### src/rtl/semaphore_blocked_queue_table_defines.svh
// Assertion macros for the semaphore queue table
`ifndef SEMAPHORE_BLOCKED_QUEUE_TABLE_DEFINES_SVH
`define SEMAPHORE_BLOCKED_QUEUE_TABLE_DEFINES_SVH

`ifndef NO_ASSERTIONS
`define SBQT_ASSERT(label, cond, msg) \
  label: assert property (@(posedge clk) disable iff (rst) (cond)) else $error(msg);
`define SBQT_ASSERT_IMP(label, pre, post, msg) \
  label: assert property (@(posedge clk) disable iff (rst) (pre) |-> (post)) else $error(msg);
`define SBQT_ASSERT_NXT(label, pre, post, msg) \
  label: assert property (@(posedge clk) disable iff (rst) (pre) |=> (post)) else $error(msg);
`else
`define SBQT_ASSERT(label, cond, msg)
`define SBQT_ASSERT_IMP(label, pre, post, msg)
`define SBQT_ASSERT_NXT(label, pre, post, msg)
`endif

`endif

### src/rtl/sbqt_pkg.sv
package sbqt_pkg;

  typedef logic [1:0] opcode_t;
  typedef logic [1:0] status_t;
  typedef logic [4:0] pid_t;
  typedef logic [31:0] addr_t;

  localparam opcode_t OP_INSERT = 2'd0;
  localparam opcode_t OP_REMOVE = 2'd1;
  localparam opcode_t OP_OUT    = 2'd2;
  localparam opcode_t OP_PEEK   = 2'd3;

  localparam status_t ST_OK       = 2'd0;
  localparam status_t ST_FULL     = 2'd1;
  localparam status_t ST_NOTFOUND = 2'd2;

endpackage

### src/rtl/sbqt_if.sv
interface sbqt_req_if
  import sbqt_pkg::*;
();
  logic    valid;
  logic    ready;
  opcode_t opcode;
  addr_t   sem_address;
  pid_t    process_id;

  modport source (output valid, output opcode, output sem_address, output process_id,
                  input ready);
  modport sink   (input valid, input opcode, input sem_address, input process_id,
                  output ready);
endinterface

interface sbqt_rsp_if
  import sbqt_pkg::*;
();
  logic    valid;
  logic    ready;
  status_t status;
  logic    result_valid;
  pid_t    result_process;

  modport source (output valid, output status, output result_valid, output result_process,
                  input ready);
  modport sink   (input valid, input status, input result_valid, input result_process,
                  output ready);
endinterface

### src/rtl/semaphore_blocked_queue_table.sv
// Active semaphore table: up to MAX_PROCESSES semaphore descriptors, each with a FIFO of
// blocked process ids (insert, remove head, take out a given process, peek head). An item
// is taken into an input register, resolved there (address match over all descriptors,
// list pointer update) and written to a result register, so one item can be transferred
// every cycle while the result port is not stalled. The result register is loaded from
// the input register when it is empty or its result is taken in that same cycle.
// A stalled result holds the input register, which then holds the request port.
`include "semaphore_blocked_queue_table_defines.svh"

module semaphore_blocked_queue_table
  import sbqt_pkg::*;
#(
  parameter int MAX_PROCESSES = 32
) (
  input  logic       clk,
  input  logic       rst,
  sbqt_req_if.sink   req,
  sbqt_rsp_if.source rsp
);

  localparam int SW = (MAX_PROCESSES > 1) ? $clog2(MAX_PROCESSES) : 1;
  typedef logic [SW-1:0] idx_t;

  // input register
  logic    in_v;
  opcode_t op_q;
  addr_t   addr_q;
  pid_t    pid_q;

  // result register
  logic    out_v;
  status_t status_q;
  logic    rvalid_q;
  pid_t    rproc_q;

  // table state
  logic [MAX_PROCESSES-1:0] in_use, in_use_next;
  logic [MAX_PROCESSES-1:0] blocked, blocked_next;
  addr_t slot_address [MAX_PROCESSES];
  addr_t slot_address_next [MAX_PROCESSES];
  pid_t  head [MAX_PROCESSES];
  pid_t  head_next [MAX_PROCESSES];
  pid_t  tail [MAX_PROCESSES];
  pid_t  tail_next [MAX_PROCESSES];
  idx_t  owner [MAX_PROCESSES];
  idx_t  owner_next [MAX_PROCESSES];
  pid_t  next_link [MAX_PROCESSES];
  pid_t  next_link_next [MAX_PROCESSES];
  pid_t  prev_link [MAX_PROCESSES];
  pid_t  prev_link_next [MAX_PROCESSES];

  logic adv;
  assign adv       = in_v && (!out_v || rsp.ready);
  assign req.ready = !in_v || adv;

  // lookup
  logic [MAX_PROCESSES-1:0] match;
  logic    hit, free_any, pid_ok;
  idx_t    s_hit, s_free, pidx;

  always_comb begin
    s_hit  = '0;
    s_free = '0;
    for (int i = 0; i < MAX_PROCESSES; i++) begin
      match[i] = in_use[i] && (slot_address[i] == addr_q);
      if (match[i]) s_hit = s_hit | idx_t'(i);
    end
    for (int i = MAX_PROCESSES - 1; i >= 0; i--) begin
      if (!in_use[i]) s_free = idx_t'(i);
    end
  end

  assign hit      = |match;
  assign free_any = ~&in_use;
  assign pid_ok   = int'(pid_q) < MAX_PROCESSES;
  assign pidx     = idx_t'(pid_q);

  status_t st;
  logic    rv;
  pid_t    rp;
  logic    do_unlink, at_head, at_tail;
  idx_t    u_s, u_p, ins_s;
  pid_t    u_p5, nx, pv;

  always_comb begin
    st               = ST_OK;
    rv               = 1'b0;
    rp               = '0;
    do_unlink        = 1'b0;
    u_p5             = pid_q;
    u_s              = owner[pidx];
    ins_s            = s_hit;
    in_use_next      = in_use;
    blocked_next     = blocked;
    slot_address_next = slot_address;
    head_next        = head;
    tail_next        = tail;
    owner_next       = owner;
    next_link_next   = next_link;
    prev_link_next   = prev_link;

    unique case (op_q) inside
      OP_INSERT: begin
        if (!pid_ok) begin
          st = ST_NOTFOUND;
        end else if (!blocked[pidx]) begin
          if (hit) begin
            ins_s = s_hit;
            next_link_next[idx_t'(tail[s_hit])] = pid_q;
            prev_link_next[pidx] = tail[s_hit];
            tail_next[s_hit] = pid_q;
            blocked_next[pidx] = 1'b1;
            owner_next[pidx] = ins_s;
          end else if (free_any) begin
            ins_s = s_free;
            in_use_next[s_free] = 1'b1;
            slot_address_next[s_free] = addr_q;
            head_next[s_free] = pid_q;
            tail_next[s_free] = pid_q;
            blocked_next[pidx] = 1'b1;
            owner_next[pidx] = ins_s;
          end else begin
            st = ST_FULL;
          end
        end
      end
      OP_REMOVE, OP_PEEK: begin
        if (!hit) begin
          st = ST_NOTFOUND;
        end else begin
          rv = 1'b1;
          rp = head[s_hit];
          if (op_q == OP_REMOVE) begin
            do_unlink = 1'b1;
            u_p5 = head[s_hit];
            u_s  = s_hit;
          end
        end
      end
      default: begin
        if (!pid_ok || !blocked[pidx]) begin
          st = ST_NOTFOUND;
        end else begin
          rv = 1'b1;
          rp = pid_q;
          do_unlink = 1'b1;
        end
      end
    endcase

    u_p     = idx_t'(u_p5);
    nx      = next_link[u_p];
    pv      = prev_link[u_p];
    at_head = head[u_s] == u_p5;
    at_tail = tail[u_s] == u_p5;

    if (do_unlink) begin
      if (at_head && at_tail) begin
        in_use_next[u_s] = 1'b0;
      end else begin
        if (at_head) head_next[u_s] = nx;
        else         next_link_next[idx_t'(pv)] = nx;
        if (at_tail) tail_next[u_s] = pv;
        else         prev_link_next[idx_t'(nx)] = pv;
      end
      blocked_next[u_p] = 1'b0;
    end
  end

  always_ff @(posedge clk) begin
    if (rst) begin
      in_v    <= 1'b0;
      out_v   <= 1'b0;
      in_use  <= '0;
      blocked <= '0;
    end else begin
      if (req.valid && req.ready) in_v <= 1'b1;
      else if (adv)               in_v <= 1'b0;
      if (adv)            out_v <= 1'b1;
      else if (rsp.ready) out_v <= 1'b0;
      if (adv) begin
        in_use  <= in_use_next;
        blocked <= blocked_next;
      end
    end
  end

  always_ff @(posedge clk) begin
    if (req.valid && req.ready) begin
      op_q   <= req.opcode;
      addr_q <= req.sem_address;
      pid_q  <= req.process_id;
    end
    if (adv) begin
      status_q     <= st;
      rvalid_q     <= rv;
      rproc_q      <= rp;
      slot_address <= slot_address_next;
      head         <= head_next;
      tail         <= tail_next;
      owner        <= owner_next;
      next_link    <= next_link_next;
      prev_link    <= prev_link_next;
    end
  end

  assign rsp.valid          = out_v;
  assign rsp.status         = status_q;
  assign rsp.result_valid   = rvalid_q;
  assign rsp.result_process = rproc_q;

  `SBQT_ASSERT(a_unique_match, !in_v || $countones(match) <= 1, "address matches two slots")
  `SBQT_ASSERT(a_slot_has_proc, $countones(in_use) <= $countones(blocked), "empty slot in use")
  `SBQT_ASSERT_IMP(a_accept_full, req.valid && req.ready && in_v, adv, "input overrun")
  `SBQT_ASSERT_NXT(a_result_loaded, adv, out_v, "result not loaded")

endmodule
### src/flat_wrapper.sv
// flat-port wrapper written by rule: the top's interface ports become plain ports
module semaphore_blocked_queue_table_flat import sbqt_pkg::*;
#(
  parameter int MAX_PROCESSES = 32
)
  (clk, rst, req_valid, req_opcode, req_sem_address, req_process_id, req_ready, rsp_valid, rsp_status, rsp_result_valid, rsp_result_process, rsp_ready);
  sbqt_req_if req_i ();
  sbqt_rsp_if rsp_i ();
  input  logic clk;
  input  logic rst;
  input wire logic [$bits(req_i.valid)-1:0] req_valid;
  input wire logic [$bits(req_i.opcode)-1:0] req_opcode;
  input wire logic [$bits(req_i.sem_address)-1:0] req_sem_address;
  input wire logic [$bits(req_i.process_id)-1:0] req_process_id;
  output wire logic [$bits(req_i.ready)-1:0] req_ready;
  output wire logic [$bits(rsp_i.valid)-1:0] rsp_valid;
  output wire logic [$bits(rsp_i.status)-1:0] rsp_status;
  output wire logic [$bits(rsp_i.result_valid)-1:0] rsp_result_valid;
  output wire logic [$bits(rsp_i.result_process)-1:0] rsp_result_process;
  input wire logic [$bits(rsp_i.ready)-1:0] rsp_ready;
  assign req_i.valid = req_valid;
  assign req_i.opcode = req_opcode;
  assign req_i.sem_address = req_sem_address;
  assign req_i.process_id = req_process_id;
  assign req_ready = req_i.ready;
  assign rsp_valid = rsp_i.valid;
  assign rsp_status = rsp_i.status;
  assign rsp_result_valid = rsp_i.result_valid;
  assign rsp_result_process = rsp_i.result_process;
  assign rsp_i.ready = rsp_ready;
  semaphore_blocked_queue_table #(.MAX_PROCESSES(MAX_PROCESSES)) u_core (.clk(clk), .rst(rst), .req(req_i), .rsp(rsp_i));
endmodule
### config.mk
export PLATFORM = sky130hd
export DESIGN_NAME = semaphore_blocked_queue_table_flat
export DESIGN_NICKNAME = d
export VERILOG_FILES = /design/src/rtl/sbqt_pkg.sv /design/src/rtl/sbqt_if.sv /design/src/rtl/semaphore_blocked_queue_table.sv /design/src/flat_wrapper.sv
export VERILOG_INCLUDE_DIRS = /design/src /design/src/rtl
export SDC_FILE = /design/constraint.sdc
export NUM_CORES = 2
export LEC_CHECK = 0
export BUFFER_PORTS_ARGS = -buffer_cell sky130_fd_sc_hd__buf_4
export CAP_MARGIN = 20
export CORE_UTILIZATION = 58
export CTS_CLUSTER_SIZE = 25
export DETAILED_ROUTE_END_ITERATION = 10
export GPL_TIMING_DRIVEN = 0
export PLACE_DENSITY_LB_ADDON = 0.15
export SETUP_SLACK_MARGIN = 0.02
export SYNTH_ARGS = -nofsm -noshare
export SYNTH_HDL_FRONTEND = slang
export SYNTH_SLANG_ARGS = --single-unit
export TNS_END_PERCENT = 50
### constraint.sdc
create_clock -name clk -period 22.4 [get_ports clk]
set_input_delay 1.12 -clock clk [delete_from_list [all_inputs] [get_ports clk]]
set_output_delay 1.12 -clock clk [all_outputs]
set_load 0.01 [all_outputs]
---- After elaboration in Yosys (flattened, before gate mapping) ----
Cells that the tools add are included.
storage, ports and cells
  register bits after elaboration ......... 1937
  input port bits ......................... 43
  output and inout port bits .............. 10
  word-level logic and storage cells ...... 624
cells by class
  order comparisons ....................... 23
  equal/unequal tests ..................... 40
  muxes and demuxes ....................... 285
  bitwise operators ....................... 14
  reduce and logical (&&, ||, !) cells .... 60
operator list
  kind                number
  $mux 160            70
  $mux 1024           10
  $bwmux 160          11
  $bwmux 1024         1
  $eq 32x32->1        32
  $mux 32             31
  $mux 5              85
  $bmux 5 s5          7
  $demux 5 s5         7
  $demux 32 s5        1
  $and 32x32->32      2
  $not 32->32         2
  $or 32x32->32       2
  $ge 6x6->1 const B  8
  $not 5->6           8
  $logic_and 1x1->1   46
  $lt 6x1->1 const B  7
  $mux 4              8
  $reduce_and 32->1   1
  $reduce_or 32->1    1
  $mux 2              15
  $mux 1              26
  $lt 5x6->1 const B  4
  $demux 1 s5         4
  other kinds (20)    33

---- Longest topological paths before layout ----
  depth after elaboration ................. 59
  mapped depth ............................ 31
  gate-level depth less buffers ........... 18

---- Least setup slack after synthesis ----
Ideal clock, no wire load.
  path kind ............................... input to register
  start point ............................. input port rsp_ready
  end point ............................... register u_core.slot_address[100] (netlist name), enable pin
  library setup time ...................... 0.461 ns
  data arrival time ....................... 20.913 ns
  data required time ...................... 21.939 ns
  slack ................................... 1.027 ns
  cell stages on the path ................. 5
  buffers on the path ..................... 0
  cell sequence ........................... nor2b_1 nand2b_1 inv_1 nand4_1 nor3_1
between the ends
  cells in the longest elaborated chain, start to end .. 3
ends and longest elaborated chain
  what                        line                                  RTL
  start: declaration          flat_wrapper.sv:20                    input wire logic [$bits(rsp_i.ready)-1:0] rsp_ready;
  $logic_or 1x1->1            semaphore_blocked_queue_table.sv:53   assign adv = in_v && (!out_v || rsp.ready);
  $logic_and 1x1->1           semaphore_blocked_queue_table.sv:53
  net u_core.adv              semaphore_blocked_queue_table.sv:52   logic adv;
  $reduce_and 5->1 (no line)  -
  end signal: assignment      semaphore_blocked_queue_table.sv:198  slot_address <= slot_address_next;
  end: declaration            semaphore_blocked_queue_table.sv:39   addr_t slot_address [MAX_PROCESSES];
The timed path passes the listed nets, and every way through them passes these cells.
A chain may end at the register's enable or synchronous reset.

==> metrics <==
status finished clean; CP endpoint kind flop; Unique masters post-synth 101; Slew Viols, Final 0; min cycle time layout 12.27 ns; endpoints failing hold 0; Power Density between 70 and 80 nW/um^2; worst hold path class in2reg; total length of routed wires 435900 um; Int Pwr 6288 uW; Initial Util 58.33%; Comb power frac 11.1%; global-route wire length before repair 592400 um; clock sink total 1937; cell family with most CP delay buffers and inverters; Setup-failing EPs final 0; most frequent cells in the layout edfxtp_1, mux2i_1, xor2_1, nor2_1, xnor2_1; Vias per Instance between 7 and 8; Clock Tree Root clkbuf_16; crit-path max FO 10; Layout Skew 0.07595 ns; initial antenna violation count 16; largest net degree at the start of global routing 126; CTS Hold Bufs 0; fin nets just under 9000; chip height approximately 430 um; routability congestion estimate 1.074; total grt overflow 0; CTS Buffer Depth 3; DRC 0; Net Sw Power 2274 uW; final instance area 117900 um^2; fill cell count 13130; H-tree levels 4; critical path required time 22.97 ns; Post-Synthesis Cell Area 104100 um^2; max frequency 81.51 MHz; Clk pwr share 41.1%; Synth Net Count 8252; max cap viols 0; Clock Latency Late Sink 0.91 ns; Antenna Nets Post-Route 0; FF+latch count, synth 1937; total track usage 47.23%; CTS buffer count 207; die width between 400 and 500 um; Mapped Avg Cell Area 12.68 um^2; core area 178400 um^2; Worst path max stage delay 0.92 ns; PnR worst setup slack approximately 10 ns; share of layout cells above drive strength 1 11.77%; CP bufs+invs 14; Top Ports 53; FFs w/ async S/R, synth 0%; critical path startpoint category flop; FP Rows approximately 160; Register Area 57510 um^2; CP most frequent cell buf_2; Die Area 181100 um^2; Vias 79310; Crit Path Category reg2reg; maximum VDD drop 0.00009850 V; DR pass1 iterations 9; CP arrival between 10 and 15 ns; Worst-Margin Slew between 1 and 1.5 ns; PortBufs 51; area grow syn2layout 13.30%; WL/cell about 39 um; Clock transition at path regs 0.07 ns; Syn Inst Count around 8200; Seq/Total Area, Yosys between 50% and 60%; DRT iter0 DRCs 12970; Net Sw Frac about a quarter; CP max stage cell buf_1; Post CTS Setup Buffer Count 0; crit share post-route 54.77%; CTS tree yes; Post-synth EDFFs 1871; Post-synth top flop edfxtp_1; pre-CTS WS 10.71 ns; most common cell after layout, fill and taps aside edfxtp_1; Yosys Warn Count 0; RSZ-0062 raised after global routing no; Post-Place Cell Area 111000 um^2; CTS resizes 0; footprint of the multi-input gates 43200 um^2; number of global-route vias before repair 76040; static leakage 0.04164 uW; Slew HR 12.32%; HPWL after DPL 310200 um; TNS Setup 0 ns; Reg power frac a little under half
-- final cells by class --
cell class	count	share of cell area (%)
Multi-Input combinational cell	5655	36.63
Timing Repair Buffer	229	3.252
Antenna cell	3	0.006367
Clock inverter	137	1.201
Buffer	576	2.947
Inverter	41	0.1369
Sequential cell	1937	48.77
Tap cell	2355	2.499
Clock buffer	246	4.552
-- stage by stage --
step / util, % / hold slack (ns) / total power, uW / std cells
floorplan: - / 0.4750 / 4658 / 8209
global placement: 60.19 / 0.4889 / 5057 / 10620
detailed placement: 62.23 / 0.4906 / 5067 / 10790
CTS: 66.03 / 0.3612 / 8497 / 11170
global route: 66.08 / 0.3758 / 8679 / 11180
finish: 66.09 / 0.3869 / 8563 / 11180
-- cells by family (layout without fill, tap and decap cells) --
kind of cell    Yosys count  after routing  synth area share, %
flops                  1937           1937                55.26
mux                    1621           1621                16.22
xor+xnor               1010           1010                8.500
simple gates           2260           2260                11.83
buf+inv                 617           1229                3.485
compound gates          764            764                4.717
other cells               0              3                    0
-- power by group through the flow --
stage | registers (uW) | logic (uW) | clock network (uW)
after CTS | 4090 | 906 | 3500
after global routing | 4100 | 950 | 3630
after detailed placement | 4170 | 901 | 0
after floorplan | 4180 | 476 | 0
final | 4090 | 948 | 3520
after global placement | 4280 | 780 | 0
-- worst paths after layout --
kind | startpoint | endpoint | slack (ns) | cells after the start
worst max-delay path | u_core.addr_q[9] | u_core.next_link[118] | 10.13 | 29
worst min-delay path | req_sem_address[26] | u_core.addr_q[26] | 0.39 | 1
worst max register to register | u_core.addr_q[9] | u_core.next_link[118] | 10.13 | 29
worst min register to register | u_core.blocked[13] | u_core.blocked[13] | 0.50 | 2
-- synthesized netlist by cell type (18+ instances only) --
cell,instances,area (um^2)
and2_1,50,312.8
nand2_1,435,1633
nor2_1,515,1933
edfxtp_1,1871,56180
or3_1,23,143.9
nand4b_1,26,227.7
nor4b_1,22,192.7
nor3b_1,39,292.8
or4_1,54,405.4
nand2b_1,60,375.4
nand4_1,266,1664
xor2_1,543,4756
inv_1,38,142.6
and3_1,32,200.2
nor3_2,36,360.4
buf_6,110,1239
or2_2,18,112.6
o21ai_0,102,510.5
mux2_2,35,394.1
a21oi_1,263,1316
nor4_1,273,1708
nand3_1,191,955.9
xnor2_1,467,4090
a31oi_1,55,344.1
buf_2,82,410.4
nor3_1,102,510.5
nor2b_1,20,125.1
buf_4,50,375.4
mux2i_1,1534,15350
a22oi_1,59,442.9
dfxtp_1,66,1321
o22ai_1,49,306.5
a211oi_1,107,803.3
mux4_2,48,1081
buf_1,38,142.6
clkbuf_1,280,1051
-- state kept, by name (all words and copies together), names as in the netlist --
signal	flops
u_core.rsp.result_process	5
u_core.rsp.status	2
u_core.next_link	160
u_core.rsp.valid	1
u_core.op_q	2
u_core.in_use	32
u_core.pid_q	5
u_core.blocked	32
u_core.in_v	1
u_core.slot_address	1024
u_core.rsp.result_valid	1
u_core.head	160
u_core.prev_link	160
u_core.tail	160
u_core.addr_q	32
u_core.owner	160
-- routing by layer --
layer  GRT usage [%]  routed length [um]  part of all wire [%]  up-vias
li1                -                   -                     -    32020
met1           58.91              153600                    35    39200
met2           70.11              188300                    43     6395
met3           12.51               53290                    12     1681
met4           36.42               40560                   9.3        6
met5               0                  38                0.0087        -
Note: power is estimated with default switching activity, not from simulation.
